File: config.mk
export PLATFORM = sky130hd
export DESIGN_NAME = soft_chroma_key_crop_flat
export DESIGN_NICKNAME = d
export VERILOG_FILES = /design/src/rtl/sck_pkg.sv /design/src/rtl/sck_chan_if.sv /design/src/rtl/soft_chroma_key_crop.sv /design/src/rtl/sck_crop.sv /design/src/rtl/sck_dist.sv /design/src/rtl/sck_alpha.sv /design/src/flat_wrapper.sv
export SDC_FILE = /design/constraint.sdc
export NUM_CORES = 2
export LEC_CHECK = 0
export BUFFER_PORTS_ARGS = -buffer_cell sky130_fd_sc_hd__buf_4
export CAP_MARGIN = 5
export CELL_PAD_IN_SITES_DETAIL_PLACEMENT = 0
export CELL_PAD_IN_SITES_GLOBAL_PLACEMENT = 2
export CORE_MARGIN = 5
export CORE_UTILIZATION = 45
export CTS_CLUSTER_DIAMETER = 120
export DETAILED_ROUTE_END_ITERATION = 16
export PLACE_DENSITY_LB_ADDON = 0.1
export SYNTH_ARGS = -nofsm -noshare
export SYNTH_HDL_FRONTEND = slang
export SYNTH_SLANG_ARGS = --single-unit
File: constraint.sdc
create_clock -name clk -period 19.8 [get_ports clk]
set_input_delay 3.96 -clock clk [delete_from_list [all_inputs] [get_ports clk]]
set_output_delay 3.96 -clock clk [all_outputs]
set_load 0.05 [all_outputs]
File: src/rtl/sck_pkg.sv
// types and constants shared by the soft chroma key and crop pipeline
// no dependencies; compile first

package sck_pkg;

  localparam int CH_W      = 8;
  localparam int POS_W     = 12;
  localparam int DIM_W     = 13;
  localparam int DIST_W    = 17;
  localparam int COLOR_W   = 24;
  localparam int CFG_IDX_W = 3;
  localparam int CFG_DATA_W = 24;

  localparam logic [DIM_W-1:0]  MAX_DIM       = 13'd4096;
  localparam logic [DIST_W-1:0] KEY_MAX_RESET = 17'd65536;
  localparam logic [CH_W-1:0]   ALPHA_MAX     = 8'd255;

  // register indexes
  localparam logic [CFG_IDX_W-1:0] REG_KEY_ENABLE  = 3'd0;
  localparam logic [CFG_IDX_W-1:0] REG_KEY_COLOR   = 3'd1;
  localparam logic [CFG_IDX_W-1:0] REG_KEY_MIN     = 3'd2;
  localparam logic [CFG_IDX_W-1:0] REG_KEY_MAX     = 3'd3;
  localparam logic [CFG_IDX_W-1:0] REG_CROP_LEFT   = 3'd4;
  localparam logic [CFG_IDX_W-1:0] REG_CROP_RIGHT  = 3'd5;
  localparam logic [CFG_IDX_W-1:0] REG_CROP_TOP    = 3'd6;
  localparam logic [CFG_IDX_W-1:0] REG_CROP_BOTTOM = 3'd7;

  // distance arithmetic: q = floor(S * 2^(2F) / NORM_DEN), d = isqrt(q)
  localparam int DIST_FRAC_BITS = 16;
  localparam int NORM_DEN       = 195075;
  localparam int SUM_W          = 18;
  localparam int Q_W            = 2 * DIST_FRAC_BITS + 1;
  localparam int RECIP_W        = 34;
  localparam int PROD_W         = SUM_W + RECIP_W;
  localparam logic [RECIP_W-1:0] RECIP =
    RECIP_W'((64'd1 << (2 * DIST_FRAC_BITS + SUM_W)) / 64'(NORM_DEN));

  localparam int ISQ_STEPS  = (Q_W + 1) / 2;
  localparam int ISQ_PER    = 3;
  localparam int ISQ_STAGES = (ISQ_STEPS + ISQ_PER - 1) / ISQ_PER;
  localparam int QPAD_W     = 2 * ISQ_STEPS;
  localparam int REM_W      = DIST_W + 3;

  // alpha divider: 8 quotient bits, two per stage
  localparam int NUM_W      = DIST_W + CH_W;
  localparam int DIV_PER    = 2;
  localparam int DIV_STAGES = CH_W / DIV_PER;

  typedef struct packed {
    logic [CH_W-1:0]  red;
    logic [CH_W-1:0]  green;
    logic [CH_W-1:0]  blue;
    logic [CH_W-1:0]  alpha_in;
    logic [POS_W-1:0] pos_x;
    logic [POS_W-1:0] pos_y;
    logic [DIM_W-1:0] frame_width;
    logic [DIM_W-1:0] frame_height;
  } pixel_t;

  typedef struct packed {
    logic [CH_W-1:0]  red_out;
    logic [CH_W-1:0]  green_out;
    logic [CH_W-1:0]  blue_out;
    logic [CH_W-1:0]  alpha_out;
    logic [POS_W-1:0] out_x;
    logic [POS_W-1:0] out_y;
    logic [DIM_W-1:0] out_width;
    logic [DIM_W-1:0] out_height;
    logic             row_end;
    logic             frame_end;
  } result_t;

  // pixel as it travels after cropping
  typedef struct packed {
    logic [CH_W-1:0]  red;
    logic [CH_W-1:0]  green;
    logic [CH_W-1:0]  blue;
    logic [CH_W-1:0]  alpha_in;
    logic [POS_W-1:0] out_x;
    logic [POS_W-1:0] out_y;
    logic [DIM_W-1:0] out_width;
    logic [DIM_W-1:0] out_height;
    logic             row_end;
    logic             frame_end;
  } side_t;

  typedef struct packed {
    logic [CFG_IDX_W-1:0]  index;
    logic [CFG_DATA_W-1:0] value;
  } cfg_write_t;

  typedef struct packed {
    logic              enable;
    logic [COLOR_W-1:0] color;
    logic [DIST_W-1:0] ramp_lo;
    logic [DIST_W-1:0] ramp_hi;
  } key_cfg_t;

  typedef struct packed {
    logic [DIM_W-1:0] left;
    logic [DIM_W-1:0] right;
    logic [DIM_W-1:0] top;
    logic [DIM_W-1:0] bottom;
  } crop_cfg_t;

endpackage

File: src/rtl/sck_chan_if.sv
// valid/ready channel carrying one payload beat
// payload type given by parameter; no other dependencies

interface sck_chan_if #(parameter type payload_t = logic) ();
  logic     valid;
  logic     ready;
  payload_t data;

  modport source (output valid, output data, input ready);
  modport sink (input valid, input data, output ready);
endinterface

File: src/rtl/soft_chroma_key_crop.sv
// top level of the soft chroma key with crop window
// depends on sck_pkg, sck_chan_if, sck_crop, sck_dist, sck_alpha

// Takes one pixel beat per clock and gives at most one result beat per pixel,
// also one per clock when the sink keeps ready high. Pixels outside the crop
// window, or of a frame whose cropped width or height is zero, give no beat.
// An accepted pixel passes one crop stage, ten distance stages (squared
// distance, two multiplies and a correction for the constant division, six
// square-root stages of up to three bits each) and six alpha stages (ramp
// selection, four divider stages of two quotient bits each, output register).
// Every stage holds its own valid bit and empty stages fill while the output
// is stalled, so a waiting result does not block intake until the pipeline is
// full. Configuration registers are written through the cfg channel, which is
// always ready; they are to be written only while no pixel is in flight. There
// are no memories and no clearing pass after reset.

module soft_chroma_key_crop (
  input logic      clk,
  input logic      rst,
  sck_chan_if.sink   pixel,
  sck_chan_if.source result,
  sck_chan_if.sink   cfg
);
  import sck_pkg::*;

  key_cfg_t  key;
  crop_cfg_t crop;

  // configuration registers, always accepted
  assign cfg.ready = 1'b1;

  always_ff @(posedge clk) begin
    if (rst) begin
      key.enable  <= 1'b0;
      key.color   <= '0;
      key.ramp_lo <= '0;
      key.ramp_hi <= KEY_MAX_RESET;
      crop        <= '0;
    end else if (cfg.valid) begin
      case (cfg.data.index)
        REG_KEY_ENABLE:  key.enable  <= cfg.data.value[0];
        REG_KEY_COLOR:   key.color   <= cfg.data.value[COLOR_W-1:0];
        REG_KEY_MIN:     key.ramp_lo <= cfg.data.value[DIST_W-1:0];
        REG_KEY_MAX:     key.ramp_hi <= cfg.data.value[DIST_W-1:0];
        REG_CROP_LEFT:   crop.left   <= cfg.data.value[DIM_W-1:0];
        REG_CROP_RIGHT:  crop.right  <= cfg.data.value[DIM_W-1:0];
        REG_CROP_TOP:    crop.top    <= cfg.data.value[DIM_W-1:0];
        REG_CROP_BOTTOM: crop.bottom <= cfg.data.value[DIM_W-1:0];
        default: ;
      endcase
    end
  end

  // crop -> distance
  logic              c_valid, c_ready;
  side_t             c_side;
  // distance -> alpha
  logic              d_valid, d_ready;
  side_t             d_side;
  logic [DIST_W-1:0] d_dist;

  sck_crop u_crop (
    .clk       (clk),
    .rst       (rst),
    .crop      (crop),
    .in_valid  (pixel.valid),
    .in_ready  (pixel.ready),
    .in_pix    (pixel.data),
    .out_valid (c_valid),
    .out_ready (c_ready),
    .out_side  (c_side)
  );

  sck_dist u_dist (
    .clk       (clk),
    .rst       (rst),
    .key_color (key.color),
    .in_valid  (c_valid),
    .in_ready  (c_ready),
    .in_side   (c_side),
    .out_valid (d_valid),
    .out_ready (d_ready),
    .out_side  (d_side),
    .dnorm     (d_dist)
  );

  // alpha stage drives the result beat straight from its output register
  sck_alpha u_alpha (
    .clk       (clk),
    .rst       (rst),
    .key       (key),
    .in_valid  (d_valid),
    .in_ready  (d_ready),
    .in_side   (d_side),
    .dnorm     (d_dist),
    .out_valid (result.valid),
    .out_ready (result.ready),
    .out_res   (result.data)
  );
endmodule

File: src/rtl/sck_crop.sv
// crop window stage: cropped size, cropped position, row and frame end flags
// depends on sck_pkg

module sck_crop (
  input  logic               clk,
  input  logic               rst,
  input  sck_pkg::crop_cfg_t crop,
  input  logic               in_valid,
  output logic               in_ready,
  input  sck_pkg::pixel_t    in_pix,
  output logic               out_valid,
  input  logic               out_ready,
  output sck_pkg::side_t     out_side
);
  import sck_pkg::*;

  logic [DIM_W-1:0] fw, fh, nw, nh;
  logic [DIM_W:0]   sum_w, sum_h;
  logic [DIM_W-1:0] ox_full, oy_full;
  logic             keep_x, keep_y, keep, row_last;
  logic             vld;
  side_t            side;

  always_comb begin
    fw = (in_pix.frame_width > MAX_DIM) ? MAX_DIM : in_pix.frame_width;
    fh = (in_pix.frame_height > MAX_DIM) ? MAX_DIM : in_pix.frame_height;
    sum_w = {1'b0, crop.left} + {1'b0, crop.right};
    sum_h = {1'b0, crop.top} + {1'b0, crop.bottom};
    nw = fw - ((sum_w < {1'b0, fw}) ? sum_w[DIM_W-1:0] : fw);
    nh = fh - ((sum_h < {1'b0, fh}) ? sum_h[DIM_W-1:0] : fh);
    ox_full = {1'b0, in_pix.pos_x} - crop.left;
    oy_full = {1'b0, in_pix.pos_y} - crop.top;
    keep_x = ({1'b0, in_pix.pos_x} >= crop.left) && (ox_full < nw);
    keep_y = ({1'b0, in_pix.pos_y} >= crop.top) && (oy_full < nh);
    keep = (nw != '0) && (nh != '0) && keep_x && keep_y;
    row_last = (ox_full == nw - 1'b1);
  end

  assign in_ready = !vld || out_ready;

  always_ff @(posedge clk) begin
    if (rst) begin
      vld <= 1'b0;
    end else if (in_ready) begin
      vld <= in_valid && keep;
    end
  end

  always_ff @(posedge clk) begin
    if (in_ready) begin
      side.red        <= in_pix.red;
      side.green      <= in_pix.green;
      side.blue       <= in_pix.blue;
      side.alpha_in   <= in_pix.alpha_in;
      side.out_x      <= ox_full[POS_W-1:0];
      side.out_y      <= oy_full[POS_W-1:0];
      side.out_width  <= nw;
      side.out_height <= nh;
      side.row_end    <= row_last;
      side.frame_end  <= row_last && (oy_full == nh - 1'b1);
    end
  end

  assign out_valid = vld;
  assign out_side  = side;
endmodule

File: src/rtl/sck_dist.sv
// normalised colour distance pipeline: squared distance, reciprocal
// multiply with correction, then a pipelined digit-by-digit square root; uses sck_pkg

module sck_dist (
  input  logic                        clk,
  input  logic                        rst,
  input  logic [sck_pkg::COLOR_W-1:0] key_color,
  input  logic                        in_valid,
  output logic                        in_ready,
  input  sck_pkg::side_t              in_side,
  output logic                        out_valid,
  input  logic                        out_ready,
  output sck_pkg::side_t              out_side,
  output logic [sck_pkg::DIST_W-1:0]  dnorm
);
  import sck_pkg::*;

  localparam int NST = 4 + ISQ_STAGES;

  logic [NST-1:0] v, adv, v_in;
  side_t          side_r [NST];

  assign adv[NST-1] = !v[NST-1] || out_ready;
  for (genvar k = 0; k < NST - 1; k++) begin : g_adv
    assign adv[k] = !v[k] || adv[k+1];
  end
  assign in_ready = adv[0];
  assign v_in = {v[NST-2:0], in_valid};

  always_ff @(posedge clk) begin
    if (rst) begin
      v <= '0;
    end else begin
      for (int k = 0; k < NST; k++) begin
        if (adv[k]) v[k] <= v_in[k];
      end
    end
  end

  always_ff @(posedge clk) begin
    if (adv[0]) side_r[0] <= in_side;
    for (int k = 1; k < NST; k++) begin
      if (adv[k]) side_r[k] <= side_r[k-1];
    end
  end

  // squared distance
  logic [CH_W-1:0]  dr, dg, db;
  logic [SUM_W-1:0] sum_s0, sum_s1, sum_s2;

  always_comb begin
    dr = (in_side.red >= key_color[23:16]) ? in_side.red - key_color[23:16]
                                           : key_color[23:16] - in_side.red;
    dg = (in_side.green >= key_color[15:8]) ? in_side.green - key_color[15:8]
                                            : key_color[15:8] - in_side.green;
    db = (in_side.blue >= key_color[7:0]) ? in_side.blue - key_color[7:0]
                                          : key_color[7:0] - in_side.blue;
  end

  always_ff @(posedge clk) begin
    if (adv[0]) begin
      sum_s0 <= SUM_W'(dr) * SUM_W'(dr) + SUM_W'(dg) * SUM_W'(dg) +
                SUM_W'(db) * SUM_W'(db);
    end
  end

  // quotient estimate, never more than one below the true value
  logic [PROD_W-1:0] est;
  logic [Q_W-1:0]    q0_s1, q0_s2, q_s3;
  logic [PROD_W-1:0] qn_s2, resid;

  assign est = PROD_W'(sum_s0) * PROD_W'(RECIP);

  always_ff @(posedge clk) begin
    if (adv[1]) begin
      q0_s1  <= est[SUM_W +: Q_W];
      sum_s1 <= sum_s0;
    end
    if (adv[2]) begin
      qn_s2  <= PROD_W'(q0_s1) * PROD_W'(NORM_DEN);
      q0_s2  <= q0_s1;
      sum_s2 <= sum_s1;
    end
  end

  assign resid = (PROD_W'(sum_s2) << (2 * DIST_FRAC_BITS)) - qn_s2;

  always_ff @(posedge clk) begin
    if (adv[3]) q_s3 <= q0_s2 + Q_W'(resid >= PROD_W'(NORM_DEN));
  end

  // square root, up to ISQ_PER result bits per stage
  logic [REM_W-1:0]  rem_r  [ISQ_STAGES-1];
  logic [DIST_W-1:0] root_r [ISQ_STAGES];
  logic [QPAD_W-1:0] qs_r   [ISQ_STAGES-1];

  for (genvar j = 0; j < ISQ_STAGES; j++) begin : g_isq
    logic [REM_W-1:0]  rem_i, rem_c;
    logic [DIST_W-1:0] root_i, root_c;
    logic [QPAD_W-1:0] qs_i, qs_c;

    if (j == 0) begin : g_first
      assign rem_i  = '0;
      assign root_i = '0;
      assign qs_i   = QPAD_W'(q_s3);
    end else begin : g_next
      assign rem_i  = rem_r[j-1];
      assign root_i = root_r[j-1];
      assign qs_i   = qs_r[j-1];
    end

    always_comb begin
      logic [DIST_W+1:0] trial;
      rem_c  = rem_i;
      root_c = root_i;
      qs_c   = qs_i;
      trial  = '0;
      for (int t = 0; t < ISQ_PER; t++) begin
        if (j * ISQ_PER + t < ISQ_STEPS) begin
          rem_c = {rem_c[REM_W-3:0], qs_c[QPAD_W-1 -: 2]};
          qs_c  = qs_c << 2;
          trial = {root_c, 2'b01};
          if (rem_c >= REM_W'(trial)) begin
            rem_c  = rem_c - REM_W'(trial);
            root_c = {root_c[DIST_W-2:0], 1'b1};
          end else begin
            root_c = {root_c[DIST_W-2:0], 1'b0};
          end
        end
      end
    end

    always_ff @(posedge clk) begin
      if (adv[4+j]) root_r[j] <= root_c;
    end

    // remainder and remaining radicand only matter to a later stage
    if (j < ISQ_STAGES - 1) begin : g_carry
      always_ff @(posedge clk) begin
        if (adv[4+j]) begin
          rem_r[j] <= rem_c;
          qs_r[j]  <= qs_c;
        end
      end
    end
  end

  assign out_valid = v[NST-1];
  assign out_side  = side_r[NST-1];
  assign dnorm     = root_r[ISQ_STAGES-1];
endmodule

File: src/rtl/sck_alpha.sv
// key alpha: ramp selection, pipelined restoring divider for the soft edge,
// and the output register; uses sck_pkg

module sck_alpha (
  input  logic                       clk,
  input  logic                       rst,
  input  sck_pkg::key_cfg_t          key,
  input  logic                       in_valid,
  output logic                       in_ready,
  input  sck_pkg::side_t             in_side,
  input  logic [sck_pkg::DIST_W-1:0] dnorm,
  output logic                       out_valid,
  input  logic                       out_ready,
  output sck_pkg::result_t           out_res
);
  import sck_pkg::*;

  localparam int NST = 2 + DIV_STAGES;

  logic [NST-1:0] v, adv, v_in;
  side_t          side_r [NST-1];

  assign adv[NST-1] = !v[NST-1] || out_ready;
  for (genvar k = 0; k < NST - 1; k++) begin : g_adv
    assign adv[k] = !v[k] || adv[k+1];
  end
  assign in_ready = adv[0];
  assign v_in = {v[NST-2:0], in_valid};

  always_ff @(posedge clk) begin
    if (rst) begin
      v <= '0;
    end else begin
      for (int k = 0; k < NST; k++) begin
        if (adv[k]) v[k] <= v_in[k];
      end
    end
  end

  always_ff @(posedge clk) begin
    if (adv[0]) side_r[0] <= in_side;
    for (int k = 1; k < NST - 1; k++) begin
      if (adv[k]) side_r[k] <= side_r[k-1];
    end
  end

  // ramp selection
  logic              forced;
  logic [CH_W-1:0]   fval;
  logic [DIST_W-1:0] n, den;

  always_comb begin
    forced = 1'b1;
    fval   = '0;
    n      = '0;
    den    = '0;
    if (!key.enable) begin
      fval = in_side.alpha_in;
    end else if (key.ramp_hi == key.ramp_lo) begin
      fval = (dnorm >= key.ramp_hi) ? ALPHA_MAX : '0;
    end else if (key.ramp_hi > key.ramp_lo) begin
      if (dnorm <= key.ramp_lo) begin
        fval = '0;
      end else if (dnorm >= key.ramp_hi) begin
        fval = ALPHA_MAX;
      end else begin
        forced = 1'b0;
        n   = dnorm - key.ramp_lo;
        den = key.ramp_hi - key.ramp_lo;
      end
    end else begin
      if (dnorm >= key.ramp_lo) begin
        fval = '0;
      end else if (dnorm <= key.ramp_hi) begin
        fval = ALPHA_MAX;
      end else begin
        forced = 1'b0;
        n   = key.ramp_lo - dnorm;
        den = key.ramp_lo - key.ramp_hi;
      end
    end
  end

  logic              forced_r [NST-1];
  logic [CH_W-1:0]   fval_r   [NST-1];
  logic [DIST_W-1:0] den_r    [DIV_STAGES];
  logic [NUM_W-1:0]  p_r      [DIV_STAGES];
  logic [CH_W-1:0]   qt_r     [NST-1];

  always_ff @(posedge clk) begin
    if (adv[0]) begin
      forced_r[0] <= forced;
      fval_r[0]   <= fval;
      den_r[0]    <= den;
      p_r[0]      <= NUM_W'({n, {CH_W{1'b0}}}) - NUM_W'(n);
      qt_r[0]     <= '0;
    end
  end

  // restoring division, numerator below den * 256
  for (genvar j = 0; j < DIV_STAGES; j++) begin : g_div
    logic [NUM_W-1:0] p_c;
    logic [CH_W-1:0]  q_c;

    always_comb begin
      logic [NUM_W-1:0] sub;
      int               bi;
      p_c = p_r[j];
      q_c = qt_r[j];
      sub = '0;
      bi  = 0;
      for (int t = 0; t < DIV_PER; t++) begin
        bi  = CH_W - 1 - (j * DIV_PER + t);
        sub = NUM_W'(den_r[j]) << bi;
        if (p_c >= sub) begin
          p_c     = p_c - sub;
          q_c[bi] = 1'b1;
        end
      end
    end

    always_ff @(posedge clk) begin
      if (adv[1+j]) begin
        forced_r[j+1] <= forced_r[j];
        fval_r[j+1]   <= fval_r[j];
        qt_r[j+1]     <= q_c;
      end
    end

    // divisor and partial remainder are not needed after the last step
    if (j < DIV_STAGES - 1) begin : g_carry
      always_ff @(posedge clk) begin
        if (adv[1+j]) begin
          den_r[j+1] <= den_r[j];
          p_r[j+1]   <= p_c;
        end
      end
    end
  end

  // output register
  result_t res;
  side_t   sd;

  assign sd = side_r[NST-2];

  always_ff @(posedge clk) begin
    if (adv[NST-1]) begin
      res.red_out    <= sd.red;
      res.green_out  <= sd.green;
      res.blue_out   <= sd.blue;
      res.alpha_out  <= forced_r[NST-2] ? fval_r[NST-2] : qt_r[NST-2];
      res.out_x      <= sd.out_x;
      res.out_y      <= sd.out_y;
      res.out_width  <= sd.out_width;
      res.out_height <= sd.out_height;
      res.row_end    <= sd.row_end;
      res.frame_end  <= sd.frame_end;
    end
  end

  assign out_valid = v[NST-1];
  assign out_res   = res;
endmodule

File: src/flat_wrapper.sv
// flat-port wrapper written by rule: the top's interface ports become plain ports
module soft_chroma_key_crop_flat import sck_pkg::*;
  (clk, rst, pixel_valid, pixel_data, pixel_ready, result_valid, result_data, result_ready, cfg_valid, cfg_data, cfg_ready);
  sck_chan_if #(.payload_t(pixel_t)) pixel_i ();
  sck_chan_if #(.payload_t(result_t)) result_i ();
  sck_chan_if #(.payload_t(cfg_write_t)) cfg_i ();
  input logic clk;
  input logic rst;
  input wire logic [$bits(pixel_i.valid)-1:0] pixel_valid;
  input wire logic [$bits(pixel_i.data)-1:0] pixel_data;
  output wire logic [$bits(pixel_i.ready)-1:0] pixel_ready;
  output wire logic [$bits(result_i.valid)-1:0] result_valid;
  output wire logic [$bits(result_i.data)-1:0] result_data;
  input wire logic [$bits(result_i.ready)-1:0] result_ready;
  input wire logic [$bits(cfg_i.valid)-1:0] cfg_valid;
  input wire logic [$bits(cfg_i.data)-1:0] cfg_data;
  output wire logic [$bits(cfg_i.ready)-1:0] cfg_ready;
  assign pixel_i.valid = pixel_valid;
  assign pixel_i.data = pixel_data;
  assign pixel_ready = pixel_i.ready;
  assign result_valid = result_i.valid;
  assign result_data = result_i.data;
  assign result_i.ready = result_ready;
  assign cfg_i.valid = cfg_valid;
  assign cfg_i.data = cfg_data;
  assign cfg_ready = cfg_i.ready;
  soft_chroma_key_crop u_core (.clk(clk), .rst(rst), .pixel(pixel_i), .result(result_i), .cfg(cfg_i));
endmodule
== Word-level counts from Yosys, hierarchy flattened ==
Memory sizes are Yosys's and may differ from the RTL's. A register that Yosys moved wholly into a read port is not among the register bits.
Index checks and enable logic that the tools add are counted.

* Output and inout bits: 87
* Word-level logic and storage cells: 322
* RAM bits: 1855
* Flip-flop bits (word level): 424
* Input port bits: 114
* Memories: 10

* Add/subtract/negate cells: 46
* Order comparisons: 42
* Eq/ne operators: 10
* Reduce and logical (&&, ||, !) cells: 52
* Multiplexer cells: 114
* $mul: 5

{| class="wikitable"
|+ Memories
! name !! words !! width !! rd ports !! clocked after Yosys merged registers in !! write ports !! line !! text
|-
| u_core.u_dist.side_r || 10 || 84 || 10 || 0 || 10 || sck_dist.sv:21 || <nowiki>side_t side_r [NST];</nowiki>
|-
| u_core.u_alpha.side_r || 5 || 84 || 5 || 1 || 5 || sck_alpha.sv:21 || <nowiki>side_t side_r [NST-1];</nowiki>
|-
| u_core.u_dist.qs_r || 5 || 28 || 5 || 0 || 5 || sck_dist.sv:95 || <nowiki>logic [QPAD_W-1:0] qs_r [ISQ_STAGES-1];</nowiki>
|-
| u_core.u_dist.root_r || 6 || 17 || 6 || 0 || 6 || sck_dist.sv:94 || <nowiki>logic [DIST_W-1:0] root_r [ISQ_STAGES];</nowiki>
|-
| u_core.u_alpha.p_r || 4 || 25 || 4 || 0 || 4 || sck_alpha.sv:87 || <nowiki>logic [NUM_W-1:0] p_r [DIV_STAGES];</nowiki>
|-
| u_core.u_dist.rem_r || 5 || 20 || 5 || 0 || 5 || sck_dist.sv:93 || <nowiki>logic [REM_W-1:0] rem_r [ISQ_STAGES-1];</nowiki>
|-
| 4 more memories || n/a || n/a || n/a || n/a || n/a || n/a ||
|}

{| class="wikitable"
|+ Operators by type and width
! operator !! count
|-
| >= comparator 20 x 19 -> 1 bit || 14
|-
| two-way mux 17 bit || 14
|-
| two-way mux 18 bit || 11
|-
| two-way mux 25 bit || 7
|-
| subtractor 18 bit || 9
|-
| two-way mux 20 bit || 5
|-
| two-way mux 8 bit || 11
|-
| subtractor 20 x 19 -> 20 bit || 4
|-
| subtractor 17 bit || 4
|-
| two-way mux 1 bit || 62
|-
| >= comparator 52 x 18 -> 1 bit, second input constant || 1
|-
| two-way mux 13 bit || 4
|-
| subtractor 50 x 51 -> 52 bit || 1
|-
| multiplier 33 x 18 -> 51 bit, second input constant || 1
|-
| multiplier 18 x 31 -> 49 bit, second input constant || 1
|-
| multiplier 8 x 8 -> 16 bit || 3
|-
| subtractor 8 bit || 6
|-
| >= comparator 17 bit || 2
|-
| <= comparator 17 bit || 2
|-
| adder 33 x 1 -> 33 bit || 1
|-
| adder 13 x 13 -> 14 bit || 2
|-
| less-than comparator 14 x 13 -> 1 bit || 2
|-
| equality test 13 bit || 2
|-
| >= comparator 12 x 13 -> 1 bit || 2
|-
| other kinds (41) || 98
|}

== Longest topological paths before layout ==
* Word-level depth: 19
* Mapped depth: 43
* Gate-level depth less buffers: 43

== Hierarchy ==
Synthesis repeated with hierarchy kept, for this count alone.

* Cell total of the unflattened synthesis: 9607
* Area, all modules: 121632.9 um2

{| class="wikitable"
|+ By module, submodules not included
! module !! area each (um2) !! cells an instance !! times used
|-
| sck_dist || 73962.2 || 5599 || 1
|-
| sck_alpha || 34465.6 || 2676 || 1
|-
| sck_crop || 8699.6 || 930 || 1
|-
| soft_chroma_key_crop || 4505.6 || 402 || 1
|}

== Worst setup path after synthesis ==
OpenSTA, ideal clock, no wires.

* Path type: input-to-output
* Start: in result_ready
* End: out pixel_ready
* Stages: 10
* Buffers on the path: 0
* Data required time: 15840 ps
* Slack: 891 ps
* Arrival: 14949 ps
* Path through: nor2b_1 > inv_1 > nor2_1 > and2_1 > inv_1 > nor2_1 > and2_1 > nand3_1 > nor2_1 > nand4_1

* Longest elaborated chain between the ends: 17

{| class="wikitable"
|+ RTL lines
! item !! line !! text
|-
| start: declaration || flat_wrapper.sv:14 || <nowiki>input wire logic [$bits(result_i.ready)-1:0] result_ready;</nowiki>
|-
| logical OR 1 bit || sck_alpha.sv:23 || <nowiki>assign adv[NST-1] = !v[NST-1] || out_ready;</nowiki>
|-
| named net u_core.u_alpha.adv[5] || sck_alpha.sv:20 || <nowiki>logic [NST-1:0] v, adv, v_in;</nowiki>
|-
| logical OR 1 bit (5 in a row) || sck_alpha.sv:25 || <nowiki>assign adv[k] = !v[k] || adv[k+1];</nowiki>
|-
| named net u_core.d_ready || soft_chroma_key_crop.sv:58 || <nowiki>logic d_valid, d_ready;</nowiki>
|-
| logical OR 1 bit || sck_dist.sv:23 || <nowiki>assign adv[NST-1] = !v[NST-1] || out_ready;</nowiki>
|-
| logical OR 1 bit (6 in a row) || sck_dist.sv:25 || <nowiki>assign adv[k] = !v[k] || adv[k+1];</nowiki>
|-
| named net u_core.u_dist.adv[3] || sck_dist.sv:20 || <nowiki>logic [NST-1:0] v, adv, v_in;</nowiki>
|-
| logical OR 1 bit (3 in a row) || sck_dist.sv:25 ||
|-
| logical OR 1 bit || sck_crop.sv:39 || <nowiki>assign in_ready = !vld || out_ready;</nowiki>
|-
| end: declaration || flat_wrapper.sv:11 || <nowiki>output wire logic [$bits(pixel_i.ready)-1:0] pixel_ready;</nowiki>
|}

The timed path passes the listed nets, and every way through them passes these cells.

== Worst setup path after layout ==
Same ends and word-level chain as after synthesis.

==> metrics.yaml <==
die_area_um2: 275000
path_class: "input pin to primary output"
syn-cell-area_um2: 119100
post_cts_resized: 0
async_flop_share_pct: 0
core_area_um2: 263000
finalSetupTns_ns: 0
cts_hold_buf: 0
cts_buffers: 227
max_freq_ghz: 0.07467
avgRoutedWirePerCell_um: 20.18
min_path_cells: 0
firstDrtPassIters: 5
ys_seq_area_share_pct: 54.00
crit_required_ns: 15.84
tritoncts: "yes"
drive_gt1_share_pct: 7.490
maxSlewHeadroom_pct: 22.44
yosysUniqueCellTypes: 100
synthSimpleGateAreaFrac_pct: 8.174
wl_met2_mm: 127.0
clkTransAtPathRegs_ns: 0.06
syn_nets: 11172
ys_ff_latch: 2184
final_core_util_pct: 50.29
grt_max_degree: 83
die_h_um: 524.4
synthAdderAreaFrac_pct: 19.13
cts_max_level: 4
critPathLaunchType: "input pin"
clockBufferDepth: 4
wl_met3_mm: 8.714
grt_use_total_pct: 19.61
synth_ff_type: "edfxtp_1"
yosysWarnings: 0
clock-sinks: 2184
post-dp-hpwl_mm: 209.4
syn_avg_cell_area_um2: 12.52
synth_edf_count: 2056
grt_pass1_wl_mm: 424.1
portBuffers: 199
synth_compound_area_share_pct: 9.249
rsz0062_at_grt: "no"
tightest_slew_ns: 1.163
start_util_pct: 45.28
hold_viol: 0
holdCritPathClass: "flop to flop"
slew_violations: 0
overflow: 0
yosys.area_share.xor_xnor_pct: 3.894
reg2regPathDepth: 43
cts_setup_buffers: 0
finalSetupViolCount: 0
crit_arrival_ns: 9.43
r2r_slack_ns: 8.84
vias_per_cell: 5.214
place_congestion: 0.8712
cap_violations: 0
status: "finished clean"
netlist_instances: 9511
highest_layer: "met4"
area_growth_pct: 11.05
rows: 188
crit_path_end_kind: "primary output"
finalClockSkew_ns: 0.1410
ant_nets: 0
ios: 201
fin_crit_sh_pct: 67.63
insertion_delay_ns: 0.92
die_w_um: 524.4
synthMuxAreaShare_pct: 1.363
antenna_found_initial: 3
final.min_clock_period_ns: 13.39
nets: 11505
cp_max_fo: 82
first_global_vias: 71200
synth_top_family_by_area: "adder cells"
dr_total_vias: 70612
route.detailed.drc: 0
drtIter0Drc: 4185
detail_route.wirelength.met1_mm: 132.5
wirelength_mm: 273.3
cts-root-buf: "clkbuf_16"
## critical path, cell delays in order
cell and delay, ns:
buf_4 0.11, nor2b_1 0.43, inv_4 0.32, nor2_1 0.39, and2_1 0.37, inv_6 0.32
nor2_1 0.41, and2_1 0.43, nand3_4 0.82, nor2_1 1.05, nand4_1 0.17, buf_4 0.30
buf_4 0.25
## per-layer routing
metal	up-vias	global-route usage, %
met1	34446	28.66
met3	285	2.162
met2	1116	31.90
met5	-	0
met4	0	3.936
li1	34765	-
## area by class of cell
type,instances,area (um^2)
timing repair buffer,252,1892
sequential,2184,64300
clock buffer,267,5892
tap,3515,4398
antenna,1,2.502
multi-input combinational,6012,49880
clock inverter,145,1448
fill,23120,130700
inverter,1167,4423
## path summary, 6_finish.rpt
path / startpoint / to
hold reg to reg: u_core.u_dist.side_r[0][45] / u_core.u_dist.side_r[1][45]
setup reg to reg: u_core.u_crop.out_side[76] / u_core.u_dist.sum_s0[17]
setup / recovery: result_ready / pixel_ready
hold / removal: u_core.u_dist.side_r[0][45] / u_core.u_dist.side_r[1][45]
## metrics by stage
| stage | cells | hold slack (ns) | cell area [um^2] | setup slack, ns |
|---|---|---|---|---|
| 2_1_floorplan | 9511 | 0.4003 | 119100 | 0.8912 |
| 3_3_place_gp | 13130 | 0.4004 | 124900 | 6.440 |
| 3_5_place_dp | 13130 | 0.4045 | 124900 | 6.314 |
| 4_1_cts | 13542 | 0.3353 | 132200 | 6.299 |
| 5_1_grt | 13543 | 0.3476 | 132200 | 5.919 |
| 6_report | 13543 | 0.3320 | 132200 | 6.408 |
## logic make-up after synthesis
group	Yosys count
flip-flops	2184
AND/OR/NAND/NOR	2052
AO/OA/AOI/OAI	1737
adder cells (fa/ha/maj)	1547
buffers and inverters	1315
XOR/XNOR	522
multiplexers	153
other	1
## registers in the layout, summed over array words and instances, names as in the netlist, 50 cells and up
| register | cells |
|---|---|
| u_core.crop | 52 |
| u_core.key | 59 |
| u_core.u_alpha.den_r | 68 |
| u_core.u_alpha.out_res | 84 |
| u_core.u_alpha.p_r | 100 |
| u_core.u_alpha.side_r | 380 |
| u_core.u_crop.out_side | 84 |
| u_core.u_dist.qn_s2 | 50 |
| u_core.u_dist.qs_r | 80 |
| u_core.u_dist.rem_r | 90 |
| u_core.u_dist.root_r | 62 |
| u_core.u_dist.side_r | 840 |
## Yosys cell counts, types with 46 or more instances
cell type	n	area share, %
o31ai_1	53	0.33
a31oi_1	46	0.24
nor2_1	557	1.8
mux2_2	70	0.66
edfxtp_1	2056	52
fa_1	456	7.7
dfxtp_1	128	2.2
nand4_1	93	0.49
xor2_1	172	1.3
clkbuf_1	125	0.39
o21ai_0	342	1.4
o21bai_1	65	0.41
o21a_1	87	0.55
xnor2_1	345	2.5
a21o_1	189	1.2
mux2i_1	80	0.67
inv_1	1163	3.7
nor4_1	49	0.26
a211oi_1	50	0.32
nor3_1	132	0.55
ha_1	1091	11
nand2b_1	82	0.43
a21oi_1	592	2.5
nor2b_1	93	0.49
nand3_1	127	0.53
nand2_1	651	2.1
## cells in the final DEF, fill, tap and decap left out, types with 42 or more instances in the layout
master	netlist	final
edfxtp_1	2056	2056
inv_1	1163	1155
ha_1	1091	1091
nand2_1	651	645
a21oi_1	592	591
nor2_1	557	556
fa_1	456	456
xnor2_1	345	345
o21ai_0	342	342
buf_4	2	252
clkbuf_16	0	228
a21o_1	189	189
xor2_1	172	172
nor3_1	132	131
dfxtp_1	128	128
nand3_1	127	125
nor2b_1	93	93
nand4_1	93	93
o21a_1	87	87
nand2b_1	82	82
mux2i_1	80	80
mux2_2	70	70
o21bai_1	65	64
o31ai_1	53	53
clkinv_1	2	51
a211oi_1	50	50
nor4_1	49	48
a31oi_1	46	46
and3_1	45	45
or3_1	43	43
a21boi_0	42	42
Power is left out: the tool's default activity adds up to more than one toggle a clock period on the data nets, which glitch-free logic cannot reach.
